<file path="config.mk">
export PLATFORM = sky130hd
export DESIGN_NAME = bitmap_slot_allocator
export DESIGN_NICKNAME = d
export VERILOG_FILES = /design/src/rtl/bsa_pkg.sv /design/src/rtl/bsa_div.sv /design/src/rtl/bitmap_slot_allocator.sv
export VERILOG_INCLUDE_DIRS = /design/src /design/src/rtl
export SDC_FILE = /design/constraint.sdc
export NUM_CORES = 1
export LEC_CHECK = 0
export BUFFER_PORTS_ARGS = -buffer_cell sky130_fd_sc_hd__buf_4
export CAP_MARGIN = 25
export CORE_ASPECT_RATIO = 1.2
export CORE_MARGIN = 10
export CORE_UTILIZATION = 32
export CTS_CLUSTER_DIAMETER = 150
export DETAILED_ROUTE_END_ITERATION = 7
export PLACE_DENSITY = 0.49
export RECOVER_POWER = 100
export SLEW_MARGIN = 20
export SYNTH_ARGS = -nofsm -noshare
export SYNTH_HDL_FRONTEND = slang
export SYNTH_HIERARCHICAL = 1
export SYNTH_SLANG_ARGS = --single-unit
</file>
<file path="constraint.sdc">
create_clock -name clock -period 20.6 [get_ports clock]
set_clock_uncertainty 0.1 [all_clocks]
set_input_delay 5.15 -clock clock [delete_from_list [all_inputs] [get_ports clock]]
set_output_delay 5.15 -clock clock [all_outputs]
set_load 0.005 [all_outputs]
</file>
<file path="src/rtl/bitmap_slot_allocator_defines.svh">
// assertion macros for the bitmap slot allocator
// no dependencies; taken in by files that carry concurrent assertions
`ifndef BITMAP_SLOT_ALLOCATOR_DEFINES_SVH
`define BITMAP_SLOT_ALLOCATOR_DEFINES_SVH

`ifndef SYNTHESIS

// same-cycle implication, checked at every rising edge outside reset
`define BSA_ASSERT_IMP(label, clk, rst, ante, cons) \
   label: assert property (@(posedge clk) disable iff (rst) (ante) |-> (cons)) \
      else $error("bitmap_slot_allocator: implication check failed");

// next-cycle implication
`define BSA_ASSERT_NXT(label, clk, rst, ante, cons) \
   label: assert property (@(posedge clk) disable iff (rst) (ante) |=> (cons)) \
      else $error("bitmap_slot_allocator: next-cycle check failed");

`else

`define BSA_ASSERT_IMP(label, clk, rst, ante, cons)
`define BSA_ASSERT_NXT(label, clk, rst, ante, cons)

`endif

`endif

</file>
<file path="src/rtl/bsa_pkg.sv">
// shared types, widths and codes for the bitmap slot allocator
// no dependencies; imported by bsa_div and bitmap_slot_allocator
`timescale 1ns / 1ps

package bsa_pkg;

   // slot bound and the free map geometry derived from it
   localparam int MAX_SLOTS = 256;
   localparam int WORD_W    = 32;
   localparam int BIT_W     = $clog2(WORD_W);
   localparam int ROWS      = (MAX_SLOTS + WORD_W - 1) / WORD_W;
   localparam int ROW_W     = (ROWS > 1) ? $clog2(ROWS) : 1;
   localparam int SLOT_W    = ROW_W + BIT_W;

   // field widths
   localparam int ADDR_W    = 32;
   localparam int SIZE_W    = 13;
   localparam int COUNT_W   = 9;
   localparam int CSR_IDX_W = 2;

   // arithmetic widths
   localparam int EFF_W     = $clog2(MAX_SLOTS + 1);
   localparam int SPAN_W    = EFF_W + SIZE_W;
   localparam int PROD_W    = SLOT_W + SIZE_W;
   localparam int REM_W     = SIZE_W + SLOT_W;
   localparam int DIV_CNT_W = $clog2(SLOT_W);

   localparam logic [ROW_W-1:0] LAST_ROW = ROW_W'(ROWS - 1);

   // register indexes
   localparam logic [CSR_IDX_W-1:0] CSR_BASE_ADDRESS = 2'd0;
   localparam logic [CSR_IDX_W-1:0] CSR_SLOT_SIZE    = 2'd1;
   localparam logic [CSR_IDX_W-1:0] CSR_SLOT_COUNT   = 2'd2;

   // register reset values
   localparam logic [ADDR_W-1:0]  BASE_RESET  = 32'd0;
   localparam logic [SIZE_W-1:0]  SIZE_RESET  = 13'd16;
   localparam logic [COUNT_W-1:0] COUNT_RESET = 9'd256;

   // request kinds
   localparam logic KIND_ALLOC = 1'b0;
   localparam logic KIND_FREE  = 1'b1;

   typedef enum logic [2:0] {
      ST_ALLOCATED = 3'd0,
      ST_FULL      = 3'd1,
      ST_FREED     = 3'd2,
      ST_NULL      = 3'd3,
      ST_FAULT     = 3'd4
   } status_type;

   typedef struct packed {
      logic              kind;
      logic [ADDR_W-1:0] free_address;
   } req_type;

   typedef struct packed {
      logic [ADDR_W-1:0] slot_address;
      status_type        status;
   } rsp_type;

endpackage

</file>
<file path="src/rtl/bsa_div.sv">
// restoring divider, one quotient bit per cycle, for the slot index of a free
// depends on bsa_pkg
`timescale 1ns / 1ps

module bsa_div
   import bsa_pkg::*;
(
   input  logic              clock,
   input  logic              reset,
   input  logic              start,
   input  logic [REM_W-1:0]  dividend,
   input  logic [SIZE_W-1:0] divisor,
   output logic              done,
   output logic [SLOT_W-1:0] quotient
);

   logic                 run_ff;
   logic                 done_ff;
   logic [DIV_CNT_W-1:0] cnt_ff;
   logic [REM_W-1:0]     rem_ff;
   logic [REM_W-1:0]     dsh_ff;
   logic [SLOT_W-1:0]    quo_ff;
   logic                 take;

   // take the quotient bit when the remainder reaches the divisor shifted to that bit
   assign take = (rem_ff >= dsh_ff);

   always_ff @(posedge clock) begin
      if (reset) begin
         run_ff  <= 1'b0;
         done_ff <= 1'b0;
      end else begin
         done_ff <= 1'b0;
         if (start) begin
            run_ff <= 1'b1;
            cnt_ff <= DIV_CNT_W'(SLOT_W - 1);
            rem_ff <= dividend;
            dsh_ff <= REM_W'(divisor) << (SLOT_W - 1);
            quo_ff <= '0;
         end else if (run_ff) begin
            if (take) begin
               rem_ff <= rem_ff - dsh_ff;
            end
            quo_ff <= {quo_ff[SLOT_W-2:0], take};
            dsh_ff <= dsh_ff >> 1;
            cnt_ff <= cnt_ff - DIV_CNT_W'(1);
            if (cnt_ff == '0) begin
               run_ff  <= 1'b0;
               done_ff <= 1'b1;
            end
         end
      end
   end

   assign done     = done_ff;
   assign quotient = quo_ff;

endmodule

</file>
<file path="src/rtl/bitmap_slot_allocator.sv">
// an allocation reads the free map from row 0 up until a row holds a free slot, then
// forms the address by multiply and add, or answers full after the last row; a free runs
// span multiply, range check, 8 divider steps, then read-modify-write (fault answered at
// the range check, address zero from idle). one request at a time: busy falls in the
// strobe cycle. synchronous reset marks every slot free through per-row valid bits
// without a clearing pass; results cannot be stalled
`timescale 1ns / 1ps
`include "bitmap_slot_allocator_defines.svh"

module bitmap_slot_allocator
   import bsa_pkg::*;
(
   input  logic                 clock,
   input  logic                 reset,
   // request side
   input  logic                 start,
   output logic                 busy,
   input  req_type              req_data,
   // result side
   output logic                 rsp_valid,
   output rsp_type              rsp_data,
   // register writes
   input  logic                 csr_we,
   input  logic [CSR_IDX_W-1:0] csr_index,
   input  logic [ADDR_W-1:0]    csr_wdata
);

   typedef enum logic [3:0] {
      S_IDLE,
      S_ALLOC_RD,
      S_ALLOC_CHK,
      S_ALLOC_MUL,
      S_ALLOC_ADD,
      S_FREE_MUL,
      S_FREE_CHK,
      S_FREE_DIV,
      S_FREE_RD,
      S_FREE_WR
   } state_type;

   // configuration registers
   logic [ADDR_W-1:0]  base_address_ff;
   logic [SIZE_W-1:0]  slot_size_ff;
   logic [COUNT_W-1:0] slot_count_ff;

   // control and working registers
   state_type          state_ff;
   req_type            req_ff;
   logic [ROW_W-1:0]   row_ff;
   logic [BIT_W-1:0]   bit_ff;
   logic [PROD_W-1:0]  prod_ff;
   logic [SPAN_W-1:0]  span_ff;
   logic               rsp_valid_ff;
   rsp_type            rsp_data_ff;

   // free map: one word per row, read data registered
   logic [WORD_W-1:0]  map_mem [ROWS];
   logic [ROWS-1:0]    row_valid_ff;
   logic [WORD_W-1:0]  rd_word_ff;
   logic               rd_vld_ff;

   // combinational helpers
   logic [EFF_W-1:0]   n_eff;
   logic [WORD_W-1:0]  rd_eff;
   logic [WORD_W-1:0]  active;
   logic [WORD_W-1:0]  avail;
   logic               hit;
   logic [BIT_W-1:0]   hit_bit;
   logic               mem_re;
   logic               mem_we;
   logic [WORD_W-1:0]  mem_wdata;
   logic [ADDR_W:0]    hi_bound;
   logic               fault;
   logic [ADDR_W-1:0]  offset;
   logic               div_start;
   logic               div_done;
   logic [SLOT_W-1:0]  div_quot;

   // ---------------------------------------------------------------------------
   // register writes; an index past the list is dropped
   // ---------------------------------------------------------------------------
   always_ff @(posedge clock) begin
      if (reset) begin
         base_address_ff <= BASE_RESET;
         slot_size_ff    <= SIZE_RESET;
         slot_count_ff   <= COUNT_RESET;
      end else if (csr_we) begin
         unique case (csr_index)
            CSR_BASE_ADDRESS: base_address_ff <= csr_wdata;
            CSR_SLOT_SIZE:    slot_size_ff    <= csr_wdata[SIZE_W-1:0];
            CSR_SLOT_COUNT:   slot_count_ff   <= csr_wdata[COUNT_W-1:0];
            default: ;
         endcase
      end
   end

   // a slot count above the bound acts as the bound
   assign n_eff = (int'(slot_count_ff) > MAX_SLOTS) ? EFF_W'(MAX_SLOTS)
                                                    : EFF_W'(slot_count_ff);

   // ---------------------------------------------------------------------------
   // free map memory; a row never written since reset reads as all free
   // ---------------------------------------------------------------------------
   always_ff @(posedge clock) begin
      if (mem_we) begin
         map_mem[row_ff] <= mem_wdata;
      end
      if (mem_re) begin
         rd_word_ff <= map_mem[row_ff];
      end
   end

   always_ff @(posedge clock) begin
      if (reset) begin
         row_valid_ff <= '0;
      end else if (mem_we) begin
         row_valid_ff[row_ff] <= 1'b1;
      end
   end

   always_ff @(posedge clock) begin
      if (mem_re) begin
         rd_vld_ff <= row_valid_ff[row_ff];
      end
   end

   assign rd_eff = rd_vld_ff ? rd_word_ff : '1;

   // ---------------------------------------------------------------------------
   // lowest free slot in the word just read, limited to the effective count
   // ---------------------------------------------------------------------------
   always_comb begin
      for (int b = 0; b < WORD_W; b++) begin
         active[b] = (int'({row_ff, BIT_W'(b)}) < int'(n_eff));
      end
      avail   = rd_eff & active;
      hit     = |avail;
      hit_bit = '0;
      for (int b = WORD_W - 1; b >= 0; b--) begin
         if (avail[b]) begin
            hit_bit = BIT_W'(b);
         end
      end
   end

   assign mem_re = (state_ff == S_ALLOC_RD) || (state_ff == S_FREE_RD);

   always_comb begin
      mem_we    = 1'b0;
      mem_wdata = rd_eff;
      if ((state_ff == S_ALLOC_CHK) && hit) begin
         mem_we    = 1'b1;
         mem_wdata = rd_eff & ~(WORD_W'(1) << hit_bit);
      end else if (state_ff == S_FREE_WR) begin
         mem_we    = 1'b1;
         mem_wdata = rd_eff | (WORD_W'(1) << bit_ff);
      end
   end

   // ---------------------------------------------------------------------------
   // range check for a free: exact upper bound, no wrap
   // ---------------------------------------------------------------------------
   assign hi_bound  = {1'b0, base_address_ff} + (ADDR_W + 1)'(span_ff);
   assign fault     = (req_ff.free_address < base_address_ff)
                   || ({1'b0, req_ff.free_address} >= hi_bound)
                   || (slot_size_ff == '0);
   assign offset    = req_ff.free_address - base_address_ff;
   assign div_start = (state_ff == S_FREE_CHK) && !fault;

   // offset lies below count times size, so the quotient fits a slot index
   bsa_div u_div (
      .clock    (clock),
      .reset    (reset),
      .start    (div_start),
      .dividend (REM_W'(offset)),
      .divisor  (slot_size_ff),
      .done     (div_done),
      .quotient (div_quot)
   );

   // ---------------------------------------------------------------------------
   // sequencer and registered result beat
   // ---------------------------------------------------------------------------
   always_ff @(posedge clock) begin
      if (reset) begin
         state_ff     <= S_IDLE;
         rsp_valid_ff <= 1'b0;
      end else begin
         rsp_valid_ff <= 1'b0;
         unique case (state_ff)
            S_IDLE: begin
               if (start) begin
                  req_ff <= req_data;
                  row_ff <= '0;
                  if (req_data.kind == KIND_ALLOC) begin
                     state_ff <= S_ALLOC_RD;
                  end else if (req_data.free_address == '0) begin
                     // null pointer: answered straight away
                     rsp_valid_ff             <= 1'b1;
                     rsp_data_ff.slot_address <= '0;
                     rsp_data_ff.status       <= ST_NULL;
                  end else begin
                     state_ff <= S_FREE_MUL;
                  end
               end
            end
            S_ALLOC_RD: begin
               state_ff <= S_ALLOC_CHK;
            end
            S_ALLOC_CHK: begin
               priority if (hit) begin
                  bit_ff   <= hit_bit;
                  state_ff <= S_ALLOC_MUL;
               end else if (row_ff == LAST_ROW) begin
                  rsp_valid_ff             <= 1'b1;
                  rsp_data_ff.slot_address <= '0;
                  rsp_data_ff.status       <= ST_FULL;
                  state_ff                 <= S_IDLE;
               end else begin
                  row_ff   <= row_ff + ROW_W'(1);
                  state_ff <= S_ALLOC_RD;
               end
            end
            S_ALLOC_MUL: begin
               prod_ff  <= PROD_W'({row_ff, bit_ff}) * PROD_W'(slot_size_ff);
               state_ff <= S_ALLOC_ADD;
            end
            S_ALLOC_ADD: begin
               // address wraps modulo 2^32
               rsp_valid_ff             <= 1'b1;
               rsp_data_ff.slot_address <= base_address_ff + ADDR_W'(prod_ff);
               rsp_data_ff.status       <= ST_ALLOCATED;
               state_ff                 <= S_IDLE;
            end
            S_FREE_MUL: begin
               span_ff  <= SPAN_W'(n_eff) * SPAN_W'(slot_size_ff);
               state_ff <= S_FREE_CHK;
            end
            S_FREE_CHK: begin
               if (fault) begin
                  rsp_valid_ff             <= 1'b1;
                  rsp_data_ff.slot_address <= '0;
                  rsp_data_ff.status       <= ST_FAULT;
                  state_ff                 <= S_IDLE;
               end else begin
                  state_ff <= S_FREE_DIV;
               end
            end
            S_FREE_DIV: begin
               if (div_done) begin
                  row_ff   <= div_quot[SLOT_W-1:BIT_W];
                  bit_ff   <= div_quot[BIT_W-1:0];
                  state_ff <= S_FREE_RD;
               end
            end
            S_FREE_RD: begin
               state_ff <= S_FREE_WR;
            end
            S_FREE_WR: begin
               // freeing an already free slot still answers freed
               rsp_valid_ff             <= 1'b1;
               rsp_data_ff.slot_address <= '0;
               rsp_data_ff.status       <= ST_FREED;
               state_ff                 <= S_IDLE;
            end
            default: begin
               state_ff <= S_IDLE;
            end
         endcase
      end
   end

   assign busy      = (state_ff != S_IDLE);
   assign rsp_valid = rsp_valid_ff;
   assign rsp_data  = rsp_data_ff;

   // ---------------------------------------------------------------------------
   // checks
   // ---------------------------------------------------------------------------
   // a result beat only ever follows the return to idle
   `BSA_ASSERT_IMP(a_rsp_in_idle, clock, reset, rsp_valid_ff, state_ff == S_IDLE)
   // an accepted request either answers next cycle or keeps the block busy
   `BSA_ASSERT_NXT(a_accept_progress, clock, reset, start && !busy, busy || rsp_valid_ff)
   // an allocation write-back clears exactly one free bit
   `BSA_ASSERT_IMP(a_alloc_one_bit, clock, reset, (state_ff == S_ALLOC_CHK) && mem_we,
                   $countones(mem_wdata) == $countones(rd_eff) - 1)
   // only an allocation carries a nonzero address
   `BSA_ASSERT_IMP(a_addr_zero, clock, reset,
                   rsp_valid_ff && (rsp_data_ff.status != ST_ALLOCATED),
                   rsp_data_ff.slot_address == '0)
   // the divider finishes only while the sequencer waits for it
   `BSA_ASSERT_IMP(a_div_owner, clock, reset, div_done, state_ff == S_FREE_DIV)

endmodule
</file>
==> flow_summary.ini, run 1 <==
[layout]
finalNetCount = 3613
finalCoreUtilization = 0.361
drive_gt1_frac = 0.0722
n_antenna_cell = 0
num-fill-cells = 10500
multi_input_area_um2 = 16300
syn_to_final_growth_pct = 12.4
seq_area_um2 = 15200

[timing]
hold_violations = 0
finalSetupViolations = 0
fin_setup_tns_ns = 0
fin_crit_ns = 10.37
max_freq_ghz = 0.0965
worst_pin_slew_ns = 2.66
slew_headroom = -0.772
fin_crit_sh = 0.503
rsz0062_at_grt = false
slew_viol_final = 502

[outcome]
status = complete, but fails checks
violations = max-capacitance violations, max-slew violations

[setup_path]
crit_chain = ha_1, fa_1, a211oi_1, o21ba_1, nor3_1, o21ai_0, and4b_1, nor4b_1, nor3_1, nor2_1, xnor2_1, ha_1, a21o_1, a21o_1, a211oi_1, o21ai_0, a211o_1, a211o_1, a21oi_1, clkbuf_1, nor4_1, clkbuf_1
cp-start-kind = flip-flop
r2r_slack_ns = 10.23
crit_buf_inv = 2
slowest_stage = clkbuf_1
path_class = reg -> reg
crit_fanout = 60
required_ns = 20.64
cp-end-kind = flip-flop
crit_path_max_incr_delay_ns = 1.95
crit_family = compound AO/OA/AOI/OAI gates
cp.arrival_ns = 10.41

[yosys]
synthFlopType = edfxtp_1
yosysWarnings = 6
yosys.cell_types.count = 101
ys_seq_area_frac = 0.458
async_flop_share = 0
synth_top_area_share = 0.416
netlist_area_um2 = 33100
ys_ff_latch = 528
ys_top_cells_by_area = edfxtp_1 (42%), fa_1 (8.9%), ha_1 (8.2%)
avgSynthCellArea_um2 = 10.7
syn_inst = 3091
synth-edff-count = 459
syn_nets = 3528
synth_top_area_cell = edfxtp_1

[die]
pin_count = 108
initial_core_util = 0.321
die_w_um = 314
rows = 129
core_area_um2 = 103000
die_area_um2 = 117000
die_h_um = 372

[route]
antenna_left = 0
viasPerCell = 5.21
dr.max_layer_used = met4
met2_length_um = 49900
remaining_drc_errors = 0
wl_met3_um = 4010
drt-met1-wl_um = 43800
wl_um = 101000
drt_first_pass_iters = 7
num_vias = 24000
avgRoutedWirePerCell_um = 21.9
drtIter0Drc = 1441

[clock_tree]
clock_path_buffers = 3
ctsHtreeMaxLevel = 2
root_buffer = clkbuf_16
cts_setup_buffers = 0
clock_latency_ns = 0.69
cts.reportedPaths.clkPinSlew_ns = 0.07
cts_hold_buf = 0
cts_inserted_buffers = 59
clock_sinks = 528
post_cts_resize_count = 0
tritoncts = yes

[power_and_ir_drop]
ir_drop_mv = 0.0779
p_leak_nw = 13.9
power_density_nw_per_um2 = 84.5

[global_route]
grt_max_degree = 61
track_usage = 0.170
antenna_found_initial = 1
grt_pass1_vias = 24200
grt-ovfl-total = 0
grt_pass1_wl_um = 152000

[placed_design]
gp_congestion = 0.937
hpwl_um = 72000
port_buffers = 107

[min_path]
hp-class = reg -> reg

[job]
max_cap_viol_count = 18
-- registers in the layout (all words and copies together) (netlist names), 20 cells and up --
signal / cells
u_div/rem_ff: 21
prod_ff: 21
req_ff: 32
base_address_ff: 32
rd_word_ff: 32
span_ff: 22
map_mem: 256
u_div/dsh_ff: 20
rsp_data: 35
-- cells in the final DEF, fill, tap and decap left out, drive strengths merged, types with 68 or more instances in the layout --
cell type  Yosys  routed
a21oi        204     204
a22oi        138     138
and2         100     100
buf           27      68
clkbuf       116     174
dfxtp         69      69
edfxtp       459     459
fa           148     148
ha           218     218
inv          263     264
nand2        341     341
nor2         155     155
o21ai        115     115
xnor2         70      70
-- metal layers --
layer,vias to the layer above,track usage
li1,11300,-
met1,12000,0.212
met2,594,0.298
met3,150,0.0202
met4,0,0.0594
met5,-,0
-- power breakdown --
part / internal (W) / switching [W] / leakage [nW]
clock: 0.000618 / 0.000458 / 0.955
sequential: 0.00133 / 0.0000613 / 4.70
combinational: 0.000215 / 0.000459 / 8.28
total: 0.00216 / 0.000978 / 13.9
-- path summary, 6_finish.rpt --
path	from	endpoint	cells past startpoint
max	base_address_ff[0]	rsp_data[13]	22
min	u_div/run_ff	u_div/done	1
max reg2reg	base_address_ff[0]	rsp_data[13]	22
min reg2reg	u_div/run_ff	u_div/done	1
-- synthesized netlist by cell type (12+ instances only) --
cell type / count
edfxtp_1: 459
nand2_1: 341
inv_1: 263
ha_1: 218
a21oi_1: 199
nor2_1: 153
fa_1: 148
a22oi_1: 138
clkbuf_1: 115
o21ai_0: 104
and2_1: 96
xnor2_1: 70
dfxtp_1: 69
nand4_1: 52
nor3_1: 49
nor2b_1: 47
a21o_1: 46
nand2b_1: 44
nand3_1: 39
o21a_1: 38
xor2_1: 33
or3_1: 23
a31oi_1: 21
nor3b_1: 20
nor4_1: 19
a211oi_1: 18
mux2i_1: 15
o211ai_1: 13
buf_2: 12
-- kinds of logic after synthesis --
kind of cell / synth area share
flip-flops: 0.458
adder cells (fa/ha/maj): 0.172
multiplexers: 0.00522
AO/OA/AOI/OAI: 0.145
buffers and inverters: 0.0479
XOR/XNOR: 0.0272
AND/OR/NAND/NOR: 0.145
-- area by class of cell --
class / instances / share of cell area
clock buffer: 75 / 0.0432
clock inverter: 36 / 0.0102
inverter: 265 / 0.0267
multi-input combinational: 2155 / 0.438
sequential: 528 / 0.408
tap: 1375 / 0.0462
timing repair buffer: 167 / 0.0276
-- stage by stage --
| step | setup slack [ns] | hold WS [ns] | total power (W) | cells | cell area [µm²] |
|---|---|---|---|---|---|
| 6_report | 10.23 | 0.368 | 0.00314 | 4601 | 37200 |
| 5_1_grt | 9.21 | 0.378 | 0.00329 | 4601 | 37200 |
| 4_1_cts | 13.23 | 0.371 | 0.00321 | 4598 | 37600 |
| 3_5_place_dp | 12.71 | 0.356 | 0.00212 | 4487 | 35700 |
| 3_3_place_gp | 12.62 | 0.349 | 0.00212 | 4486 | 35600 |
| 2_1_floorplan | 10.53 | 0.341 | 0.00182 | 3091 | 33100 |
Power figures use the tool's default switching activity.
==> inputs of run 2 (changes only) <==
Settings changed: PLACE_DENSITY 0.49 to 0.5.
Clock period 20.6 ns to 8.8 ns, I/O delays scaled along.
==> run 2 against run 1 <==
Effect of this change:
- the flow still finishes with violations (max-capacitance violations, max-slew violations)
- die area is the same
- first-iteration DRC count up 27%
- core utilization grew 0.066 points
- cell area grew 0.18%
- non-clock buffer count is 7 lower
- largest cell class unchanged
==> flow_summary.ini, run 2 (synthesis gave the netlist of run 1 again) <==
[timing]
rsz0062_at_grt = false
fin_crit_sh = 0.879
fin_ws_ns = 1.07
whs_ns = 0.366
worst_pin_slew_ns = 3.42
hold_violations = 0
fin_setup_tns_ns = 0
max_freq_ghz = 0.129
slew_viol_final = 289
fin_crit_ns = 7.73
finalSetupViolations = 0
slew_headroom = -1.28

[global_route]
grt_max_degree = 66
track_usage = 0.173
antenna_found_initial = 2
grt_pass1_wl_um = 155000
grt-ovfl-total = 0
grt_pass1_vias = 24300

[setup_path]
cp-start-kind = flip-flop
crit_path_max_incr_delay_ns = 1.60
cp-end-kind = flip-flop
crit_chain = clkbuf_1, nor2b_1, clkbuf_1, inv_1, ha_1, nand4b_1, nor4_1, nor3_1, a211oi_2, a21boi_2, o22ai_1, o41ai_1, a21oi_1
cp.arrival_ns = 7.85
required_ns = 8.92
crit_fanout = 20
slowest_stage = o41ai_1
worst_path_most_repeated_cell = clkbuf_1
path_class = reg -> reg

[job]
max_cap_viol_count = 11

[route]
wl_um = 102000
antenna_left = 0
avgRoutedWirePerCell_um = 22.3
drt_first_pass_iters = 6
viasPerCell = 5.26
remaining_drc_errors = 0
drtIter0Drc = 1823
num_vias = 24200

[placed_design]
gp_congestion = 0.956
place_ws_ns = 2.04
placed_cells = 4483
port_buffers = 107
hpwl_um = 72900

[layout]
final_common_cell = edfxtp_1
largest_reg_flops = 256
num-fill-cells = 10500
final_cells = 4595
drive_gt1_frac = 0.0773
final_cell_mix = edfxtp_1 (459), nand2_1 (341), inv_1 (263)
top_register = map_mem
finalNetCount = 3607
syn_to_final_growth_pct = 12.6
n_antenna_cell = 0

[clock_tree]
post_cts_resize_count = 0
cts_setup_buffers = 0
ctsHtreeMaxLevel = 2
cts_inserted_buffers = 60
clock_latency_ns = 0.67
tritoncts = yes
clock_sinks = 528
root_buffer = clkbuf_16
cts_hold_buf = 0
cts.reportedPaths.clkPinSlew_ns = 0.06
clock_path_buffers = 3

[die]
pin_count = 108
die_h_um = 372
die_w_um = 314
initial_core_util = 0.321
die_area_um2 = 117000
core_area_um2 = 103000
rows = 129

[outcome]
status = complete, but fails checks
violations = max-capacitance violations, max-slew violations

[min_path]
hp-class = reg -> reg

[power_and_ir_drop]
power_density_nw_per_um2 = 198
ir_drop_mv = 0.201
p_leak_nw = 14.0
power_w = 0.00736
## run 2: cell count changes in the layout (fill, tap and decap cells not counted), sizes merged
cell / delta
inv: +1
clkinv: +2
clkbuf: -9
## run 2: final timing paths
path                                       start         endpoint  slack [ns]  depth (start not counted)
worst min-delay path             row_valid_ff[7]  row_valid_ff[7]        0.37                          1
worst min register to register   row_valid_ff[7]  row_valid_ff[7]        0.37                          1
worst max register to register  slot_count_ff[8]   map_mem[3][17]        1.07                         13
worst max-delay path            slot_count_ff[8]   map_mem[3][17]        1.07                         13
## run 2: layout make-up
class | count | area, µm² | share of cell area
timing repair buffer | 160 | 1010 | 0.0271
inverter | 265 | 995 | 0.0267
clock inverter | 39 | 388 | 0.0104
clock buffer | 73 | 1600 | 0.0430
tap | 1375 | 1720 | 0.0462
sequential | 528 | 15200 | 0.407
multi-input combinational | 2155 | 16400 | 0.440
## run 2: layer usage
metal,part of all wire,vias up,GRT usage
met3,0.043,151,0.0203
met4,0.028,4,0.0495
met5,0.00022,-,0
li1,-,11300,-
met1,0.43,12200,0.217
met2,0.50,584,0.308
## run 2: worst max-delay path, delay by kind of cell, from the launching register on
kind	cells	cell delay, ns
AO/OA/AOI/OAI	5	3.05
AND/OR/NAND/NOR	4	1.66
buffers and inverters	3	1.43
flip-flops	1	0.81
adder cells (fa/ha/maj)	1	0.19
## run 2: power breakdown
group	switching (W)	internal, W
combinational	0.00108	0.000517
sequential	0.000146	0.00311
clock	0.00106	0.00145
total	0.00229	0.00507
## run 2: metrics by stage
| stage | area [µm²] | utilization |
|---|---|---|
| floorplan | 33100 | - |
| detailed placement | 35600 | 0.346 |
| global route | 37300 | 0.362 |
| CTS | 37600 | 0.365 |
| global placement | 35600 | 0.346 |
| finish | 37300 | 0.362 |
==> inputs of run 3 (changes only) <==
Settings changed: RECOVER_POWER 100 to 25, SLEW_MARGIN 20 to 10.
==> run 3 against run 2 <==
Effect of this change:
- die area stayed put
- the flow still finishes with violations (max-capacitance violations, max-slew violations)
- register-to-register slack better by 0.67 ns
- sequential share of layout area is 0.16 points lower
- via count is 0.32% lower
- routed wire length is 0.32% lower
- setup slack better by 0.67 ns
- non-clock buffer count is 2 higher
- largest power group unchanged
- total power is 0.63% lower
==> flow_summary.ini, run 3 (synthesis gave the netlist of run 1 again) <==
[die]
rows = 129
core_area_um2 = 103000
die_area_um2 = 117000
die_h_um = 372
pin_count = 108
initial_core_util = 0.321
die_w_um = 314

[min_path]
worstHoldPathCells = 1
hp-class = reg -> reg
hp-start = row_valid_ff[3]
min_to = row_valid_ff[3]

[timing]
slew_headroom = -1.35
rsz0062_at_grt = false
max_freq_ghz = 0.142
slew_viol_final = 156
worst_pin_slew_ns = 3.53
finalSetupViolations = 0
fin_crit_sh = 0.803
fin_setup_tns_ns = 0
fin_crit_ns = 7.06
hold_violations = 0

[route]
antenna_left = 0
num_vias = 24100
wl_um = 102000
drt_first_pass_iters = 5
viasPerCell = 5.24
avgRoutedWirePerCell_um = 22.2
drtIter0Drc = 1674
remaining_drc_errors = 0

[layout]
final_cells = 4598
final_cell_area_um2 = 37400
top_register = map_mem
num-fill-cells = 10500
multi_input_area_um2 = 16500
finalNetCount = 3609
largest_reg_flops = 256
syn_to_final_growth_pct = 13.0
n_antenna_cell = 0
seq_area_um2 = 15200
final_common_cell = edfxtp_1
drive_gt1_frac = 0.0890
final_cell_mix = edfxtp_1 (459), nand2_1 (341), inv_1 (263)

[setup_path]
cp.arrival_ns = 7.36
required_ns = 9.10
path_class = reg -> reg
crit_fanout = 20
reg2reg_to = span_ff[20]
cp-start-kind = flip-flop
r2r_slack_ns = 1.74
r2r_cells = 20
cp-end-kind = flip-flop
reg2reg_from = slot_count_ff[8]

[clock_tree]
cts_inserted_buffers = 60
root_buffer = clkbuf_16
cts_setup_buffers = 0
ctsHtreeMaxLevel = 2
tritoncts = yes
clock_sinks = 528
clock_path_buffers = 3
clock_latency_ns = 0.66
cts_hold_buf = 0
post_cts_resize_count = 0
cts.reportedPaths.clkPinSlew_ns = 0.06

[placed_design]
gp_congestion = 0.956
postPlaceCellArea_um2 = 35600
port_buffers = 107
placed_cells = 4485
hpwl_um = 73100

[power_and_ir_drop]
clock_power_share = 0.332
p_seq_frac = 0.445
internal_power_w = 0.00502
ir_drop_mv = 0.175
switchingPower_w = 0.00230
p_leak_nw = 14.1
p_comb_frac = 0.223
p_sw_frac = 0.314
power_density_nw_per_um2 = 196

[job]
max_cap_viol_count = 4

[global_route]
grt_pass1_vias = 24300
grt_max_degree = 66
grt-ovfl-total = 0
antenna_found_initial = 3
track_usage = 0.172
grt_pass1_wl_um = 154000

[outcome]
status = complete, but fails checks
violations = max-capacitance violations, max-slew violations
-- run 3: cell count changes in the layout (fill, tap and decap cells not counted), sizes merged, moves of 2 or more --
cell and change:
bufinv -4, clkinvlp -3, clkinv -3, buf +49
clkbuf -39, inv +2
-- run 3: metal layers --
| metal | track usage | wire length [µm] |
|---|---|---|
| met5 | 0 | 31 |
| met1 | 0.215 | 43900 |
| met3 | 0.0210 | 4200 |
| met4 | 0.0656 | 3820 |
| met2 | 0.300 | 50100 |
-- run 3: cell type report --
cell class | count | share of cell area
Multi-Input combinational cell | 2155 | 0.441
Sequential cell | 528 | 0.405
Clock inverter | 31 | 0.00649
Tap cell | 1375 | 0.0460
Inverter | 265 | 0.0266
Clock buffer | 82 | 0.0448
Timing Repair Buffer | 162 | 0.0299
-- run 3: metrics by stage --
| stage | hold slack, ns | util | power (W) | setup WS, ns |
|---|---|---|---|---|
| after detailed placement | 0.354 | 0.346 | 0.00497 | 2.03 |
| after global routing | 0.380 | 0.363 | 0.00766 | 1.35 |
| after global placement | 0.348 | 0.346 | 0.00497 | 2.13 |
| final | 0.369 | 0.363 | 0.00732 | 1.74 |
| after floorplan | 0.341 | - | 0.00425 | 1.05 |
| after CTS | 0.369 | 0.365 | 0.00742 | 1.99 |
-- run 3: power by group through the flow --
stage	Combinational, W	Clock [W]	Sequential [W]
after CTS	0.00168	0.00249	0.00325
after detailed placement	0.00167	0	0.00330
after floorplan	0.00103	0	0.00322
after global routing	0.00180	0.00259	0.00328
after global placement	0.00166	0	0.00330
final	0.00163	0.00243	0.00326
-- run 3: worst max-delay path, stage by stage (launching register included) --
cell and delay [ns]:
dfxtp_1 0.80, clkbuf_1 0.88, nor2b_1 0.20, clkbuf_1 0.43, nand2_1 0.20, fa_1 0.45, fa_1 0.51, inv_1 0.04
ha_1 0.26, inv_1 0.05, fa_1 0.53, fa_1 0.48, nor2b_1 0.13, o21ai_0 0.11, a21boi_0 0.35, o211ai_1 0.16
a21oi_1 0.19, and3b_1 0.23, o311ai_0 0.39, a21oi_1 0.15, xnor2_1 0.14
-- run 3: how the worst max path moves through the flow --
stage | startpoint | endpoint | slack, ns | cells past startpoint
4_1_cts | span_ff[0] | rsp_data[17] | 1.99 | 22
5_1_grt | slot_count_ff[8] | span_ff[20] | 1.35 | 20
6_report | slot_count_ff[8] | span_ff[20] | 1.74 | 20
3_3_place_gp | base_address_ff[1] | u_div/rem_ff[7] | 2.13 | 21
2_1_floorplan | span_ff[0] | rsp_data[0] | 1.05 | 19
3_5_place_dp | span_ff[0] | rsp_data[1] | 2.03 | 22
